[src/assert_macros.svh]
// assertion helpers included by double_ended_queue.sv
// every macro samples on the rising edge of clk; clk and rst must be in scope
`ifndef ASSERT_MACROS_SVH
`define ASSERT_MACROS_SVH

// checked only outside reset
`define DEQ_ASSERT(label, prop, msg) \
  label: assert property (@(posedge clk) disable iff (rst) (prop)) else $error(msg);

// checked at every edge, reset included
`define DEQ_ASSERT_ALWAYS(label, prop, msg) \
  label: assert property (@(posedge clk) (prop)) else $error(msg);

`endif

[src/deq_pkg.sv]
// ----------------------------------------------------------------------------
// deq_pkg
// shared widths, operation codes and status codes of the double-ended queue
// ----------------------------------------------------------------------------
`default_nettype none

package deq_pkg;

  localparam int DEQ_DEPTH = 16;
  localparam int DATA_W    = 32;
  localparam int OP_W      = 3;
  localparam int STAT_W    = 2;

  // operation codes
  localparam logic [OP_W-1:0] OP_PUSH_FRONT = 3'd0;
  localparam logic [OP_W-1:0] OP_POP_FRONT  = 3'd1;
  localparam logic [OP_W-1:0] OP_PUSH_BACK  = 3'd2;
  localparam logic [OP_W-1:0] OP_POP_BACK   = 3'd3;
  localparam logic [OP_W-1:0] OP_LIST_FWD   = 3'd4;
  localparam logic [OP_W-1:0] OP_LIST_BWD   = 3'd5;

  // result status codes
  localparam logic [STAT_W-1:0] STAT_OK    = 2'd0;
  localparam logic [STAT_W-1:0] STAT_EMPTY = 2'd1;
  localparam logic [STAT_W-1:0] STAT_FULL  = 2'd2;

  typedef logic [OP_W-1:0]          op_t;
  typedef logic signed [DATA_W-1:0] word_t;
  typedef logic [STAT_W-1:0]        stat_t;

endpackage

`default_nettype wire

[src/deq_req_if.sv]
// ----------------------------------------------------------------------------
// deq_req_if
// request channel: one operation and its push word per transaction
// ----------------------------------------------------------------------------
`default_nettype none

interface deq_req_if;
  import deq_pkg::*;

  logic  valid;
  logic  ready;
  op_t   op;
  word_t value;

  modport source (output valid, output op, output value, input ready);
  modport sink   (input valid, input op, input value, output ready);
endinterface

`default_nettype wire

[src/deq_rsp_if.sv]
// ----------------------------------------------------------------------------
// deq_rsp_if
// response channel: one result word, status and last flag per transaction
// ----------------------------------------------------------------------------
`default_nettype none

interface deq_rsp_if;
  import deq_pkg::*;

  logic  valid;
  logic  ready;
  word_t data;
  stat_t status;
  logic  last;

  modport source (output valid, output data, output status, output last, input ready);
  modport sink   (input valid, input data, input status, input last, output ready);
endinterface

`default_nettype wire

[src/double_ended_queue.sv]
// ----------------------------------------------------------------------------
// double_ended_queue
// ring-buffer deque of signed 32-bit words with push, pop and listing
// ----------------------------------------------------------------------------
// The words live in a single DEPTH-entry synchronous memory addressed as a
// ring by a head index and an entry count held in flops. A push writes its
// word and answers in the same cycle, so pushes can be taken every cycle
// while the response side keeps draining. A pop reads the memory, then answers
// from the S_POP state once the response register is free. A listing walks
// the stored words one per read, alternating a read state (S_LIST_RD) and a
// response state (S_LIST_WR) per word. Errors (pop or listing of an empty
// deque, push to a full one) are answered from idle and leave the state as is.
// Op codes 6 and 7 are swallowed without a response. Only one operation is
// in flight at a time, so a write and a later read of the same entry never
// overlap. A response register sits on the output, and a new request is taken
// while the previous response is being accepted.
// ----------------------------------------------------------------------------
`default_nettype none

module double_ended_queue #(
  parameter int DEPTH = deq_pkg::DEQ_DEPTH
) (
  input  wire          clk,
  input  wire          rst,
  deq_req_if.sink      req,
  deq_rsp_if.source    rsp
);
  import deq_pkg::*;

  `include "assert_macros.svh"

  localparam int IDX_W = $clog2(DEPTH);
  localparam int CNT_W = $clog2(DEPTH + 1);

  localparam logic [CNT_W-1:0] CNT_FULL = CNT_W'(DEPTH);
  localparam logic [CNT_W:0]   SUM_TOP  = (CNT_W + 1)'(DEPTH);
  localparam logic [IDX_W-1:0] IDX_LAST = IDX_W'(DEPTH - 1);

  // sequencer states
  localparam logic [1:0] S_IDLE    = 2'd0;
  localparam logic [1:0] S_POP     = 2'd1;
  localparam logic [1:0] S_LIST_RD = 2'd2;
  localparam logic [1:0] S_LIST_WR = 2'd3;

  // ring position of offset off from base, off below DEPTH
  function automatic logic [IDX_W-1:0] slot(input logic [IDX_W-1:0] base,
                                            input logic [CNT_W-1:0] off);
    logic [CNT_W:0] sum;
    sum = {{(CNT_W + 1 - IDX_W){1'b0}}, base} + {1'b0, off};
    if (sum >= SUM_TOP) begin
      sum = sum - SUM_TOP;
    end
    return sum[IDX_W-1:0];
  endfunction

  // control state
  logic [1:0]       state, state_next;
  logic [IDX_W-1:0] head, head_next;
  logic [CNT_W-1:0] count, count_next;
  logic [CNT_W-1:0] idx, idx_next;       // listing position
  logic             list_fwd, list_fwd_next;

  // word memory
  word_t            mem [DEPTH];
  logic             wr_en;
  logic [IDX_W-1:0] wr_addr;
  logic             rd_en;
  logic [IDX_W-1:0] rd_addr;
  word_t            rd_data;

  // response register
  logic  out_valid;
  word_t out_data;
  stat_t out_status;
  logic  out_last;
  logic  out_load;
  word_t ld_data;
  stat_t ld_status;
  logic  ld_last;

  logic out_free;
  logic req_accept;
  logic is_full;
  logic is_empty;
  logic idx_last;
  logic push_ok;
  logic list_done;

  assign out_free   = !out_valid || rsp.ready;
  assign req.ready  = (state == S_IDLE) && out_free;
  assign req_accept = req.valid && req.ready;
  assign is_full    = (count == CNT_FULL);
  assign is_empty   = (count == '0);
  assign idx_last   = (idx == count - 1'b1);
  assign push_ok    = req_accept && !is_full &&
                      (req.op == OP_PUSH_FRONT || req.op == OP_PUSH_BACK);
  assign list_done  = (state == S_LIST_WR) && out_load && idx_last;

  always_comb begin
    state_next    = state;
    head_next     = head;
    count_next    = count;
    idx_next      = idx;
    list_fwd_next = list_fwd;
    wr_en         = 1'b0;
    wr_addr       = head;
    rd_en         = 1'b0;
    rd_addr       = head;
    out_load      = 1'b0;
    ld_data       = '0;
    ld_status     = STAT_OK;
    ld_last       = 1'b1;

    unique case (state)
      S_IDLE: begin
        if (req_accept) begin
          unique case (req.op) inside
            OP_PUSH_FRONT, OP_PUSH_BACK: begin
              out_load = 1'b1;
              if (is_full) begin
                // word dropped, nothing changes
                ld_status = STAT_FULL;
              end else begin
                wr_en = 1'b1;
                if (req.op == OP_PUSH_FRONT) begin
                  head_next = (head == '0) ? IDX_LAST : head - 1'b1;
                  wr_addr   = head_next;
                end else begin
                  wr_addr = slot(head, count);
                end
                count_next = count + 1'b1;
              end
            end
            OP_POP_FRONT, OP_POP_BACK: begin
              if (is_empty) begin
                out_load  = 1'b1;
                ld_status = STAT_EMPTY;
              end else begin
                rd_en = 1'b1;
                if (req.op == OP_POP_FRONT) begin
                  rd_addr   = head;
                  head_next = slot(head, CNT_W'(1));
                end else begin
                  rd_addr = slot(head, count - 1'b1);
                end
                count_next = count - 1'b1;
                state_next = S_POP;
              end
            end
            OP_LIST_FWD, OP_LIST_BWD: begin
              if (is_empty) begin
                out_load  = 1'b1;
                ld_status = STAT_EMPTY;
              end else begin
                idx_next      = '0;
                list_fwd_next = (req.op == OP_LIST_FWD);
                state_next    = S_LIST_RD;
              end
            end
            default: begin
              // unused op codes: no response, no change
            end
          endcase
        end
      end
      S_POP: begin
        if (out_free) begin
          out_load   = 1'b1;
          ld_data    = rd_data;
          state_next = S_IDLE;
        end
      end
      S_LIST_RD: begin
        rd_en      = 1'b1;
        rd_addr    = list_fwd ? slot(head, idx) : slot(head, count - 1'b1 - idx);
        state_next = S_LIST_WR;
      end
      S_LIST_WR: begin
        if (out_free) begin
          out_load = 1'b1;
          ld_data  = rd_data;
          ld_last  = idx_last;
          if (idx_last) begin
            state_next = S_IDLE;
          end else begin
            idx_next   = idx + 1'b1;
            state_next = S_LIST_RD;
          end
        end
      end
      default: begin
        state_next = S_IDLE;
      end
    endcase
  end

  always_ff @(posedge clk) begin
    if (rst) begin
      state    <= S_IDLE;
      head     <= '0;
      count    <= '0;
      idx      <= '0;
      list_fwd <= 1'b0;
    end else begin
      state    <= state_next;
      head     <= head_next;
      count    <= count_next;
      idx      <= idx_next;
      list_fwd <= list_fwd_next;
    end
  end

  // word memory, one write and one registered read per cycle
  always_ff @(posedge clk) begin
    if (wr_en) begin
      mem[wr_addr] <= req.value;
    end
    if (rd_en) begin
      rd_data <= mem[rd_addr];
    end
  end

  // response register
  always_ff @(posedge clk) begin
    if (rst) begin
      out_valid <= 1'b0;
    end else if (out_load) begin
      out_valid <= 1'b1;
    end else if (rsp.ready) begin
      out_valid <= 1'b0;
    end
  end

  always_ff @(posedge clk) begin
    if (out_load) begin
      out_data   <= ld_data;
      out_status <= ld_status;
      out_last   <= ld_last;
    end
  end

  assign rsp.valid  = out_valid;
  assign rsp.data   = out_data;
  assign rsp.status = out_status;
  assign rsp.last   = out_last;

  // assertions
  `DEQ_ASSERT(a_no_overwrite, out_load |-> out_free, "response overwritten while stalled")
  `DEQ_ASSERT(a_push_grows, push_ok |=> (count == $past(count) + 1'b1), "push lost")
  `DEQ_ASSERT(a_list_ends, list_done |=> (state == S_IDLE), "listing overran")
  `DEQ_ASSERT_ALWAYS(a_count_range, rst || count <= CNT_FULL, "entry count above depth")

endmodule

`default_nettype wire

[src/flat_wrapper.sv]
// flat-port wrapper written by rule: the top's interface ports become plain ports
module double_ended_queue_flat import deq_pkg::*;
#(
  parameter int DEPTH = deq_pkg::DEQ_DEPTH
)
  (clk, rst, req_valid, req_op, req_value, req_ready, rsp_valid, rsp_data, rsp_status, rsp_last, rsp_ready);
  deq_req_if req_i ();
  deq_rsp_if rsp_i ();
  input  wire clk;
  input  wire rst;
  input wire logic [$bits(req_i.valid)-1:0] req_valid;
  input wire logic [$bits(req_i.op)-1:0] req_op;
  input wire logic [$bits(req_i.value)-1:0] req_value;
  output wire logic [$bits(req_i.ready)-1:0] req_ready;
  output wire logic [$bits(rsp_i.valid)-1:0] rsp_valid;
  output wire logic [$bits(rsp_i.data)-1:0] rsp_data;
  output wire logic [$bits(rsp_i.status)-1:0] rsp_status;
  output wire logic [$bits(rsp_i.last)-1:0] rsp_last;
  input wire logic [$bits(rsp_i.ready)-1:0] rsp_ready;
  assign req_i.valid = req_valid;
  assign req_i.op = req_op;
  assign req_i.value = req_value;
  assign req_ready = req_i.ready;
  assign rsp_valid = rsp_i.valid;
  assign rsp_data = rsp_i.data;
  assign rsp_status = rsp_i.status;
  assign rsp_last = rsp_i.last;
  assign rsp_i.ready = rsp_ready;
  double_ended_queue #(.DEPTH(DEPTH)) u_core (.clk(clk), .rst(rst), .req(req_i), .rsp(rsp_i));
endmodule
[config.mk]
export PLATFORM = sky130hd
export DESIGN_NAME = double_ended_queue_flat
export DESIGN_NICKNAME = d
export VERILOG_FILES = /design/src/deq_pkg.sv /design/src/deq_req_if.sv /design/src/deq_rsp_if.sv /design/src/double_ended_queue.sv /design/src/flat_wrapper.sv
export VERILOG_INCLUDE_DIRS = /design/src /design/src/src
export SDC_FILE = /design/constraint.sdc
export NUM_CORES = 1
export LEC_CHECK = 0
export BUFFER_PORTS_ARGS = -buffer_cell sky130_fd_sc_hd__buf_2
export CORE_MARGIN = 4
export CORE_UTILIZATION = 26
export CTS_CLUSTER_SIZE = 24
export DETAILED_ROUTE_END_ITERATION = 10
export PLACE_DENSITY = 0.41
export SLEW_MARGIN = 10
export SYNTH_ARGS = -nofsm -noshare
export SYNTH_HDL_FRONTEND = slang
export SYNTH_SLANG_ARGS = --single-unit
[constraint.sdc]
create_clock -name clk -period 4.8 [get_ports clk]
set_clock_uncertainty 0.15 [all_clocks]
set_input_delay 0.96 -clock clk [delete_from_list [all_inputs] [get_ports clk]]
set_output_delay 0.96 -clock clk [all_outputs]
set_load 0.03 [all_outputs]
==> results of run 1 <==
worst max-delay path, delay by kind of cell (launching register included):
kind	cells	cell delay, ns
compound gates	3	0.50
xor+xnor	3	1.19
flops	1	0.43
fa+ha+maj	3	1.09
mux	2	0.42
buf+inv	2	0.45
power groups by stage:
| stage | clock (mW) | combinational, mW | sequential [mW] |
|---|---|---|---|
| floorplan | 0 | 0.746 | 6.07 |
| global placement | 0 | 1.34 | 6.00 |
| detailed placement | 0 | 1.34 | 6.00 |
| CTS | 5.10 | 1.35 | 5.89 |
| global route | 5.31 | 1.45 | 5.89 |
| finish | 4.93 | 1.31 | 5.89 |
layout by cell type, fill, tap and decap left out, types with 7 or more instances in the layout:
| master | n |
|---|---|
| sky130_fd_sc_hd__nor2_1 | 29 |
| sky130_fd_sc_hd__dfxtp_1 | 17 |
| sky130_fd_sc_hd__mux2i_1 | 69 |
| sky130_fd_sc_hd__clkinv_1 | 13 |
| sky130_fd_sc_hd__nor2_4 | 19 |
| sky130_fd_sc_hd__ha_1 | 18 |
| sky130_fd_sc_hd__nand4_1 | 38 |
| sky130_fd_sc_hd__buf_2 | 75 |
| sky130_fd_sc_hd__and3_1 | 37 |
| sky130_fd_sc_hd__xor2_1 | 9 |
| sky130_fd_sc_hd__clkinv_2 | 12 |
| sky130_fd_sc_hd__a21oi_1 | 15 |
| sky130_fd_sc_hd__clkbuf_16 | 60 |
| sky130_fd_sc_hd__bufinv_16 | 12 |
| sky130_fd_sc_hd__nor3_1 | 7 |
| sky130_fd_sc_hd__inv_1 | 19 |
| sky130_fd_sc_hd__nand3_1 | 229 |
| sky130_fd_sc_hd__nand2_1 | 467 |
| sky130_fd_sc_hd__buf_12 | 24 |
| sky130_fd_sc_hd__edfxtp_1 | 579 |
| sky130_fd_sc_hd__xnor2_1 | 13 |
| sky130_fd_sc_hd__clkbuf_1 | 7 |
| sky130_fd_sc_hd__a32oi_1 | 33 |
| sky130_fd_sc_hd__o21ai_0 | 7 |
| sky130_fd_sc_hd__buf_4 | 27 |
sequential cells by signal, indices dropped and copies added, names as in the netlist:
name / flops
u_core.rsp.status: 2
u_core.head: 4
u_core.rsp.last: 1
u_core.mem: 512
u_core.rd_data: 32
u_core.rsp.data: 32
u_core.state: 2
u_core.rsp.valid: 1
u_core.idx: 5
u_core.list_fwd: 1
u_core.count: 5
routing by layer:
metal	up-vias	share of wire [%]	GRT usage, %
li1	6667	-	-
met1	7284	45	18.4
met2	309	48	23.4
met3	108	4.7	2.53
met4	8	2.4	3.50
met5	-	0.069	0
cells by family (layout without fill, tap and decap cells):
group           Yosys count  count (layout)
compound gates           80              80
simple gates            855             855
flops                   597             597
fa+ha+maj                22              22
xor+xnor                 24              24
other cells               0               5
buf+inv                 118             255
mux                      69              69
final timing paths:
check | start | slack (ns) | endpoint | cells after the start
max reg2reg | u_core.count[0] | 0.41 | u_core.rd_data[21] | 13
min | u_core.idx[4] | 0.40 | u_core.idx[4] | 2
min reg2reg | u_core.idx[4] | 0.40 | u_core.idx[4] | 2
max | u_core.count[0] | 0.41 | u_core.rd_data[21] | 13
metrics by stage:
| step | util [%] | cell area [um^2] | instances | setup WS (ns) | hold WS (ns) |
|---|---|---|---|---|---|
| after global placement | 28.8 | 26100 | 2968 | 0.393 | 0.379 |
| after global routing | 31.1 | 28200 | 3079 | 0.137 | 0.420 |
| final | 31.1 | 28200 | 3083 | 0.413 | 0.405 |
| after detailed placement | 28.8 | 26100 | 2968 | 0.400 | 0.395 |
| after floorplan | - | 23900 | 1765 | 0.400 | 0.350 |
| after CTS | 31.1 | 28200 | 3078 | 0.361 | 0.408 |
layout make-up:
cell class | instances | area, um^2 | share of cell area (%)
multi-input cells | 1050 | 5790 | 20.5
clock inverters | 42 | 529 | 1.88
diodes | 5 | 12.5 | 0.0443
repair buffers | 126 | 1060 | 3.75
inverters | 19 | 71.3 | 0.253
clock buffers | 68 | 1540 | 5.46
well taps | 1176 | 1470 | 5.21
flip-flops and latches | 597 | 17700 | 62.9
==> results_dict.tcl, run 1 <==
set metrics [dict create \
    routed_wirelength_mm 68.3 \
    rsz0062_at_grt "no" \
    outcome "finished, final reports clean" \
    yosys-top-cells-area "sky130_fd_sc_hd__edfxtp_1, sky130_fd_sc_hd__nand2_1, sky130_fd_sc_hd__nand3_1, sky130_fd_sc_hd__mux2i_1, sky130_fd_sc_hd__dfxtp_1" \
    syn_nets 1826 \
    avg_vias_per_cell 4.66 \
    synth.most_common_cell "sky130_fd_sc_hd__edfxtp_1" \
    cp_slowest_cell "sky130_fd_sc_hd__xnor2_2" \
    p_switching_mw 2.94 \
    placementRows 110 \
    worst_ep_arrival_time_ns 4.70 \
    drt-pass1-iter-count 6 \
    fp.coreArea_um2 90700 \
    hold_violations 0 \
    grt_start_max_net_pins 95 \
    drc_errors 0 \
    floorplan.initialDensity_pct 26.4 \
    buffer_ports.inserted 75 \
    violation_count_after_the_first_detailed_routing_iteration 1039 \
    report.final.slew_viol_count 0 \
    die_area_um2 96900 \
    worst_setup_hold_path_clk_slew_ns 0.06 \
    yosysWarningCount 0 \
    tritoncts "yes" \
    sw_frac_of_total_pct 24.2 \
    place_congestion 0.751 \
    grt_util_overall_pct 13.8 \
    synth_top_area_cell "sky130_fd_sc_hd__edfxtp_1" \
    post-cts-setup-buffers 0 \
    holdCritPathClass "reg2reg" \
    wl_per_cell_um 22.2 \
    power.share.clock_pct 40.7 \
    synthesized_area_fraction_occupied_by_and_or_nand_nor_cells_pct 15.8 \
    synth.ff_latch_count 597 \
    asyncSetResetFlopFracSynth_pct 0 \
    dominantRegCellSynth "sky130_fd_sc_hd__edfxtp_1" \
    cts_sink_cnt 597 \
    areaGrowthSynthToFinish_pct 18.0 \
    grt_antenna_before_repair 11 \
    number_of_synthesized_flops_with_an_enable_pin 579 \
    post_synth_xor_area_fraction_pct 0.937 \
    total_power_mw 12.1 \
    netlist_instances 1765 \
    synth_area_um2 23900 \
    critPathKind "reg2reg" \
    timing.critical_path.required_ns 5.11 \
    number_of_nets_still_failing_antenna_checks_after_routing 0 \
    synth-adder-area-share_pct 1.28 \
    grt_pass1_wl_mm 100 \
    synth.area.mux_share_pct 2.89 \
    die_height_um 311 \
    cellPowerDensity_nw_per_um2 430 \
    fmaxAchievable_mhz 228 \
    postCtsHoldBufs 0 \
    comb_power_share_pct 10.8 \
    synth.cells.most_frequent "sky130_fd_sc_hd__edfxtp_1, sky130_fd_sc_hd__nand2_1, sky130_fd_sc_hd__nand3_1" \
    numCtsBuffers 60 \
    critPathMaxFanout 17 \
    maxCapViolCount 0 \
    power.share.sequential_pct 48.5 \
    slew-limit-headroom_pct 24.0 \
    fillCellCount 8942 \
    worstSetupEndpointType "flop" \
    estimated_wirelength_of_the_detail_placed_design_mm 35.4 \
    crit_path_cell_trace "inv_1 -> ha_1 -> fa_1 -> mux2i_1 -> ha_1 -> a21o_1 -> a21oi_1 -> xor2_1 -> xnor2_1 -> a32oi_1 -> xnor2_2 -> buf_12 -> mux2i_1" \
    postCtsResizedCells 0 \
    layout-drive-gt1-share_pct 13.1 \
    min_period_ns 4.39 \
    final_net_count 1915 \
    critical-path-max-stage-delay_ns 0.85 \
    synthesis.area_per_instance_um2 13.5 \
    synth_top_area_share_pct 72.7 \
    synth-compound-area-share_pct 2.53 \
    seq_area_frac_synth_pct 74.2 \
    htree_levels 2 \
    route.vias.total 14376 \
    fin_setup_tns_ns 0 \
    p_int_mw 9.19 \
    cts-root-to-sink-buffers 3 \
    clkLatencyLatePin_ns 0.62 \
    worst_ir_drop_vdd_mv 0.272 \
    leak_nw 9.52 \
    number_of_top_level_pins 76 \
    grt.overflow.total 0 \
    die_w_um 311 \
    startpoint_type "flop" \
    first_global_vias 14308 \
    clk_root_buffer_cell "sky130_fd_sc_hd__clkbuf_16" \
    synth.lib_cells_used.distinct 51 \
    combinational_family_with_the_most_area_after_synthesis "simple AND/OR/NAND/NOR gates" \
    timing.final.setup_violations 0 \
    max_slew.worst_pin.slew_ns 1.14 \
    layout_worst_path_cycle_share_pct 91.4 \
]
Note: power is estimated with default switching activity, not from simulation.
==> inputs of run 2 (changes only) <==
--- a/config.mk
+++ b/config.mk
@@ -11,2 +11,3 @@
 export CORE_UTILIZATION = 26
+export CTS_BUF_LIST = sky130_fd_sc_hd__clkbuf_16
 export CTS_CLUSTER_SIZE = 24
@@ -14,2 +15,3 @@
 export PLACE_DENSITY = 0.41
+export RECOVER_POWER = 25
 export SLEW_MARGIN = 10
--- a/constraint.sdc
+++ b/constraint.sdc
@@ -4,2 +4,2 @@
 set_output_delay 0.96 -clock clk [all_outputs]
-set_load 0.03 [all_outputs]
+set_load 0.01 [all_outputs]
==> run 2 against run 1 <==
  * Sequential share of layout area up 0.10 points
  * Wire length barely moved
  * Combinational power fell by 5%
  * Cell count about the same
  * Critical path type unchanged
  * Global-route usage barely moved
  * Highest routed layer unchanged
==> results_dict.tcl, run 2 (synthesized netlist as in run 1, its figures left out) <==
set metrics [dict create \
    outcome "finished, final reports clean" \
    critPathKind "reg2reg" \
    final_net_count 1915 \
    postCtsHoldBufs 0 \
    holdCritPathClass "reg2reg" \
    p_int_mw 9.16 \
    grt.overflow.total 0 \
    critPathMaxFanout 17 \
    worstSetupEndpointType "flop" \
    met3_wirelength_mm 3.37 \
    fin_setup_tns_ns 0 \
    maxCapViolCount 0 \
    max_slew.worst_pin.slew_ns 1.13 \
    fmaxAchievable_mhz 228 \
    startpoint_type "flop" \
    fp.coreArea_um2 90700 \
    floorplan.initialDensity_pct 26.4 \
    cts_sink_cnt 597 \
    buffer_ports.inserted 75 \
    timing.final.setup_violations 0 \
    grt_util_overall_pct 13.8 \
    leak_nw 9.48 \
    grt_pass1_wl_mm 100 \
    number_of_top_level_pins 76 \
    cts-root-to-sink-buffers 3 \
    tritoncts "yes" \
    cellPowerDensity_nw_per_um2 427 \
    layout_common_cells "sky130_fd_sc_hd__edfxtp_1, sky130_fd_sc_hd__nand2_1, sky130_fd_sc_hd__nand3_1, sky130_fd_sc_hd__mux2i_1, sky130_fd_sc_hd__clkbuf_16" \
    whs_ns 0.402 \
    highest_layer "met5" \
    numCtsBuffers 60 \
    met2_wirelength_mm 32.9 \
    min_period_ns 4.38 \
    area_of_the_multi_input_gates_um2 5790 \
    clkLatencyLatePin_ns 0.62 \
    violation_count_after_the_first_detailed_routing_iteration 1034 \
    worst_ir_drop_vdd_mv 0.272 \
    power.share.sequential_pct 48.9 \
    timing.critical_path.required_ns 5.11 \
    layout.cells.most_common "sky130_fd_sc_hd__edfxtp_1" \
    avg_vias_per_cell 4.67 \
    ff_latch_area_um2 17700 \
    total_power_mw 12.0 \
    hold_violations 0 \
    cp_slowest_cell "sky130_fd_sc_hd__xnor2_2" \
    drc_errors 0 \
    largest_reg_flops 512 \
    grt_start_max_net_pins 95 \
    die_area_um2 96900 \
    first_global_vias 14311 \
    worst_ep_arrival_time_ns 4.69 \
    largest_register_by_flop_count "u_core.mem" \
    wl_per_cell_um 22.2 \
    place_congestion 0.751 \
    placementRows 110 \
    grt_antenna_before_repair 10 \
    worst_setup_hold_path_clk_slew_ns 0.06 \
    fillCellCount 8952 \
    post-cts-setup-buffers 0 \
    rsz0062_at_grt "no" \
    route.vias.total 14381 \
    areaGrowthSynthToFinish_pct 17.8 \
    p_switching_mw 2.88 \
    wl_met1_mm 30.5 \
    die_w_um 311 \
    comb_power_share_pct 10.4 \
    slew-limit-headroom_pct 24.4 \
    die_height_um 311 \
    report.final.slew_viol_count 0 \
    layout_worst_path_cycle_share_pct 91.3 \
    htree_levels 2 \
    number_of_nets_still_failing_antenna_checks_after_routing 0 \
    critical-path-max-stage-delay_ns 0.85 \
    routed_wirelength_mm 68.3 \
    estimated_wirelength_of_the_detail_placed_design_mm 35.4 \
    drt-pass1-iter-count 5 \
    hold-path-cell-count 2 \
    sw_frac_of_total_pct 23.9 \
    crit_path_cell_trace "inv_1 -> ha_1 -> fa_1 -> mux2i_1 -> ha_1 -> a21o_1 -> a21oi_1 -> xor2_1 -> xnor2_1 -> a32oi_1 -> xnor2_2 -> buf_12 -> mux2i_1" \
    r2r_cells 13 \
    power.share.clock_pct 40.7 \
    clk_root_buffer_cell "sky130_fd_sc_hd__clkbuf_16" \
    post-route-util_pct 31.1 \
    postCtsResizedCells 0 \
    layout-drive-gt1-share_pct 11.8 \
]
[run 2: cell types whose count changed in the layout (fill, tap and decap cells not counted), sizes merged]
cell    previous run  this run
buf              126       101
clkbuf            68        85
inv               19        26
diode              5         3
clkinv            26        27
[run 2: path summary, 6_finish.rpt]
check                                startpoint                 end  slack, ns
worst max-delay path            u_core.count[0]  u_core.rd_data[21]       0.42
worst min register to register    u_core.idx[4]       u_core.idx[4]       0.40
worst min-delay path              u_core.idx[4]       u_core.idx[4]       0.40
worst max register to register  u_core.count[0]  u_core.rd_data[21]       0.42
[run 2: cell type report]
class | count | area share [%]
clock inverter | 50 | 1.99
clock buffer | 60 | 5.33
timing repair buffer | 126 | 3.65
inverter | 19 | 0.253
antenna | 3 | 0.0266
tap | 1176 | 5.22
multi-input combinational | 1050 | 20.5
sequential | 597 | 63.0
[run 2: per-layer routing]
| layer | vias up | global-route usage (%) |
|---|---|---|
| met3 | 103 | 2.53 |
| met4 | 8 | 3.50 |
| met2 | 296 | 23.4 |
| li1 | 6663 | - |
| met1 | 7311 | 18.4 |
| met5 | - | 0 |
[run 2: stage by stage]
step / cells / area [um^2] / setup slack [ns]
6_report: 3081 / 28200 / 0.417
5_1_grt: 3079 / 28200 / 0.137
4_1_cts: 3078 / 28200 / 0.361
3_5_place_dp: 2968 / 26100 / 0.400
3_3_place_gp: 2968 / 26100 / 0.393
2_1_floorplan: 1765 / 23900 / 0.400
[run 2: power by group through the flow]
stage / sequential, mW / clock [mW] / combinational [mW]
after global routing: 5.89 / 5.28 / 1.39
after floorplan: 6.01 / 0 / 0.744
after global placement: 6.00 / 0 / 1.28
after detailed placement: 6.00 / 0 / 1.28
final: 5.89 / 4.90 / 1.25
after CTS: 5.89 / 5.06 / 1.28
[run 2: critical path: cells and delay by family, from the launching register on]
family | cells | cell delay [ns]
adders and majority gates | 3 | 1.09
buffers and inverters | 2 | 0.45
AOI/OAI and AO/OA | 3 | 0.50
muxes | 2 | 0.42
DFF | 1 | 0.43
xor gates and xnor gates | 3 | 1.19
==> inputs of run 3 (changes only) <==
Settings changed: REMOVE_ABC_BUFFERS from default to 1.
==> run 3 against run 2 <==
  * Clock power is 4.1% higher
  * Sequential power hardly changed
  * Power is 1.7% higher
  * Utilization is 0.077 points higher
  * Cell area is 0.25% higher
  * Register-to-register slack better by 0.096 ns
  * Highest routed layer unchanged
==> results_dict.tcl, run 3 (synthesized netlist as in run 1, its figures left out) <==
set metrics [dict create \
    placedInstanceArea_um2 26100 \
    estimated_wirelength_of_the_detail_placed_design_mm 35.3 \
    wl_per_cell_um 22.1 \
    r2r_end "u_core.rd_data[14]" \
    violation_count_after_the_first_detailed_routing_iteration 1008 \
    crit_path_cell_trace "inv_1 -> ha_1 -> fa_1 -> mux2i_1 -> inv_1 -> fa_1 -> a22o_1 -> a41oi_2 -> and2_4 -> buf_12 -> buf_4 -> mux2i_1 -> a32oi_1 -> nand3_1 -> mux2i_1" \
    postCtsResizedCells 0 \
    r2r_cells 15 \
    areaGrowthSynthToFinish_pct 18.1 \
    worst_setup_hold_path_clk_slew_ns 0.06 \
    drt-pass1-iter-count 5 \
    startpoint_type "flop" \
    min_period_ns 4.29 \
    postCtsHoldBufs 0 \
    reg2reg_from "u_core.count[0]" \
    worst-path-buf-inv 4 \
    placementRows 110 \
    timing.critical_path.depth 15 \
    layout-drive-gt1-share_pct 11.8 \
    leak_nw 9.60 \
    crit_family "adder cells" \
    holdCritPathClass "reg2reg" \
    critical-path-max-stage-delay_ns 0.45 \
    critPathKind "reg2reg" \
    grt_start_max_net_pins 99 \
    floorplan.initialDensity_pct 26.4 \
    outcome "finished, final reports clean" \
    ff2ff_setup_slack_ns 0.51 \
    grt.overflow.total 0 \
    die_w_um 311 \
    timing.final.setup_violations 0 \
    timing.critical_path.mode_cell "sky130_fd_sc_hd__mux2i_1" \
    maxCapViolCount 0 \
    layout_setup_ws_ns 0.513 \
    whs_ns 0.399 \
    number_of_nets_still_failing_antenna_checks_after_routing 0 \
    place_ws_ns 0.587 \
    post_layout_inst_area_um2 28200 \
    worst_ir_drop_vdd_mv 0.182 \
    avg_vias_per_cell 4.64 \
    drc_errors 0 \
    cp-startpoint "u_core.count[0]" \
    report.final.slew_viol_count 0 \
    cts_sink_cnt 597 \
    clk_root_buffer_cell "sky130_fd_sc_hd__clkbuf_16" \
    cp_slowest_cell "sky130_fd_sc_hd__fa_1" \
    layout.cells.most_common "sky130_fd_sc_hd__edfxtp_1" \
    fin_setup_tns_ns 0 \
    rsz0062_at_grt "no" \
    final_net_count 1927 \
    largest_reg_flops 512 \
    htree_levels 3 \
    grt_pass1_wl_mm 99.8 \
    cellPowerDensity_nw_per_um2 434 \
    layout_worst_path_cycle_share_pct 89.3 \
    place_congestion 0.761 \
    worstSetupEndpoint "u_core.rd_data[14]" \
    route.vias.total 14360 \
    post-route-util_pct 31.1 \
    die_area_um2 96900 \
    routed_wirelength_mm 68.5 \
    largest_register_by_flop_count "u_core.mem" \
    timing.critical_path.required_ns 4.98 \
    numCtsBuffers 71 \
    slew-limit-headroom_pct 39.1 \
    critPathMaxFanout 22 \
    cts-root-to-sink-buffers 3 \
    hold_violations 0 \
    die_height_um 311 \
    fmaxAchievable_mhz 233 \
    grt_util_overall_pct 13.8 \
    number_of_top_level_pins 76 \
    clkLatencyLatePin_ns 0.59 \
    buffer_ports.inserted 75 \
    worstSetupEndpointType "flop" \
    first_global_vias 14306 \
    post-cts-setup-buffers 0 \
    fp.coreArea_um2 90700 \
    max_slew.worst_pin.slew_ns 0.914 \
    layout_common_cells "sky130_fd_sc_hd__edfxtp_1, sky130_fd_sc_hd__nand2_1, sky130_fd_sc_hd__nand3_1, sky130_fd_sc_hd__clkbuf_16, sky130_fd_sc_hd__mux2i_1" \
    grt_antenna_before_repair 8 \
    tritoncts "yes" \
    worst_ep_arrival_time_ns 4.47 \
]
==> run 3: how the worst min path moves through the flow <==
stage	startpoint	cells after the start	slack, ns	endpoint
after floorplan	u_core.idx[4]	2	0.35	u_core.idx[4]
after global placement	u_core.rd_data[12]	1	0.39	u_core.rsp.data[12]
after detailed placement	u_core.rd_data[12]	1	0.39	u_core.rsp.data[12]
after CTS	u_core.rd_data[12]	1	0.40	u_core.rsp.data[12]
after global routing	u_core.rd_data[9]	1	0.42	u_core.rsp.data[9]
final	u_core.rd_data[9]	1	0.40	u_core.rsp.data[9]
==> run 3: per-stage QoR <==
stage / std cells / total power [mW]
finish: 3097 / 12.2
global route: 3094 / 12.8
CTS: 3094 / 12.4
detailed placement: 2969 / 7.28
global placement: 2969 / 7.27
floorplan: 1666 / 6.78
==> run 3: worst register-to-register path, cell delays in order, from the launching register on <==
cell and delay [ns]:
sky130_fd_sc_hd__dfxtp_1 0.42, sky130_fd_sc_hd__inv_1 0.14, sky130_fd_sc_hd__ha_1 0.37, sky130_fd_sc_hd__fa_1 0.45
sky130_fd_sc_hd__mux2i_1 0.22, sky130_fd_sc_hd__inv_1 0.09, sky130_fd_sc_hd__fa_1 0.44, sky130_fd_sc_hd__a22o_1 0.21
sky130_fd_sc_hd__a41oi_2 0.31, sky130_fd_sc_hd__and2_4 0.28, sky130_fd_sc_hd__buf_12 0.20, sky130_fd_sc_hd__buf_4 0.29
sky130_fd_sc_hd__mux2i_1 0.21, sky130_fd_sc_hd__a32oi_1 0.08, sky130_fd_sc_hd__nand3_1 0.12, sky130_fd_sc_hd__mux2i_1 0.07
==> run 3: metal layers <==
layer,wire length [um],GRT usage (%)
met1,31700,19.1
met5,45,0
met2,32100,22.7
met4,1000,3.17
met3,3620,2.66
==> run 3: report_power, final <==
| group | internal [mW] | total (mW) | switching, mW |
|---|---|---|---|
| combinational | 0.398 | 1.25 | 0.848 |
| clock | 3.04 | 5.10 | 2.07 |
| sequential | 5.85 | 5.89 | 0.0403 |
| total | 9.29 | 12.2 | 2.95 |
==> run 3: final cells by class <==
type	count	area, um^2
repair buffers	127	951
clock buffers	74	1850
fillers	9000	62500
well taps	1176	1470
flip-flops and latches	597	17700
diodes	3	7.51
clock inverters	51	355
multi-input cells	1050	5790
inverters	19	71.3
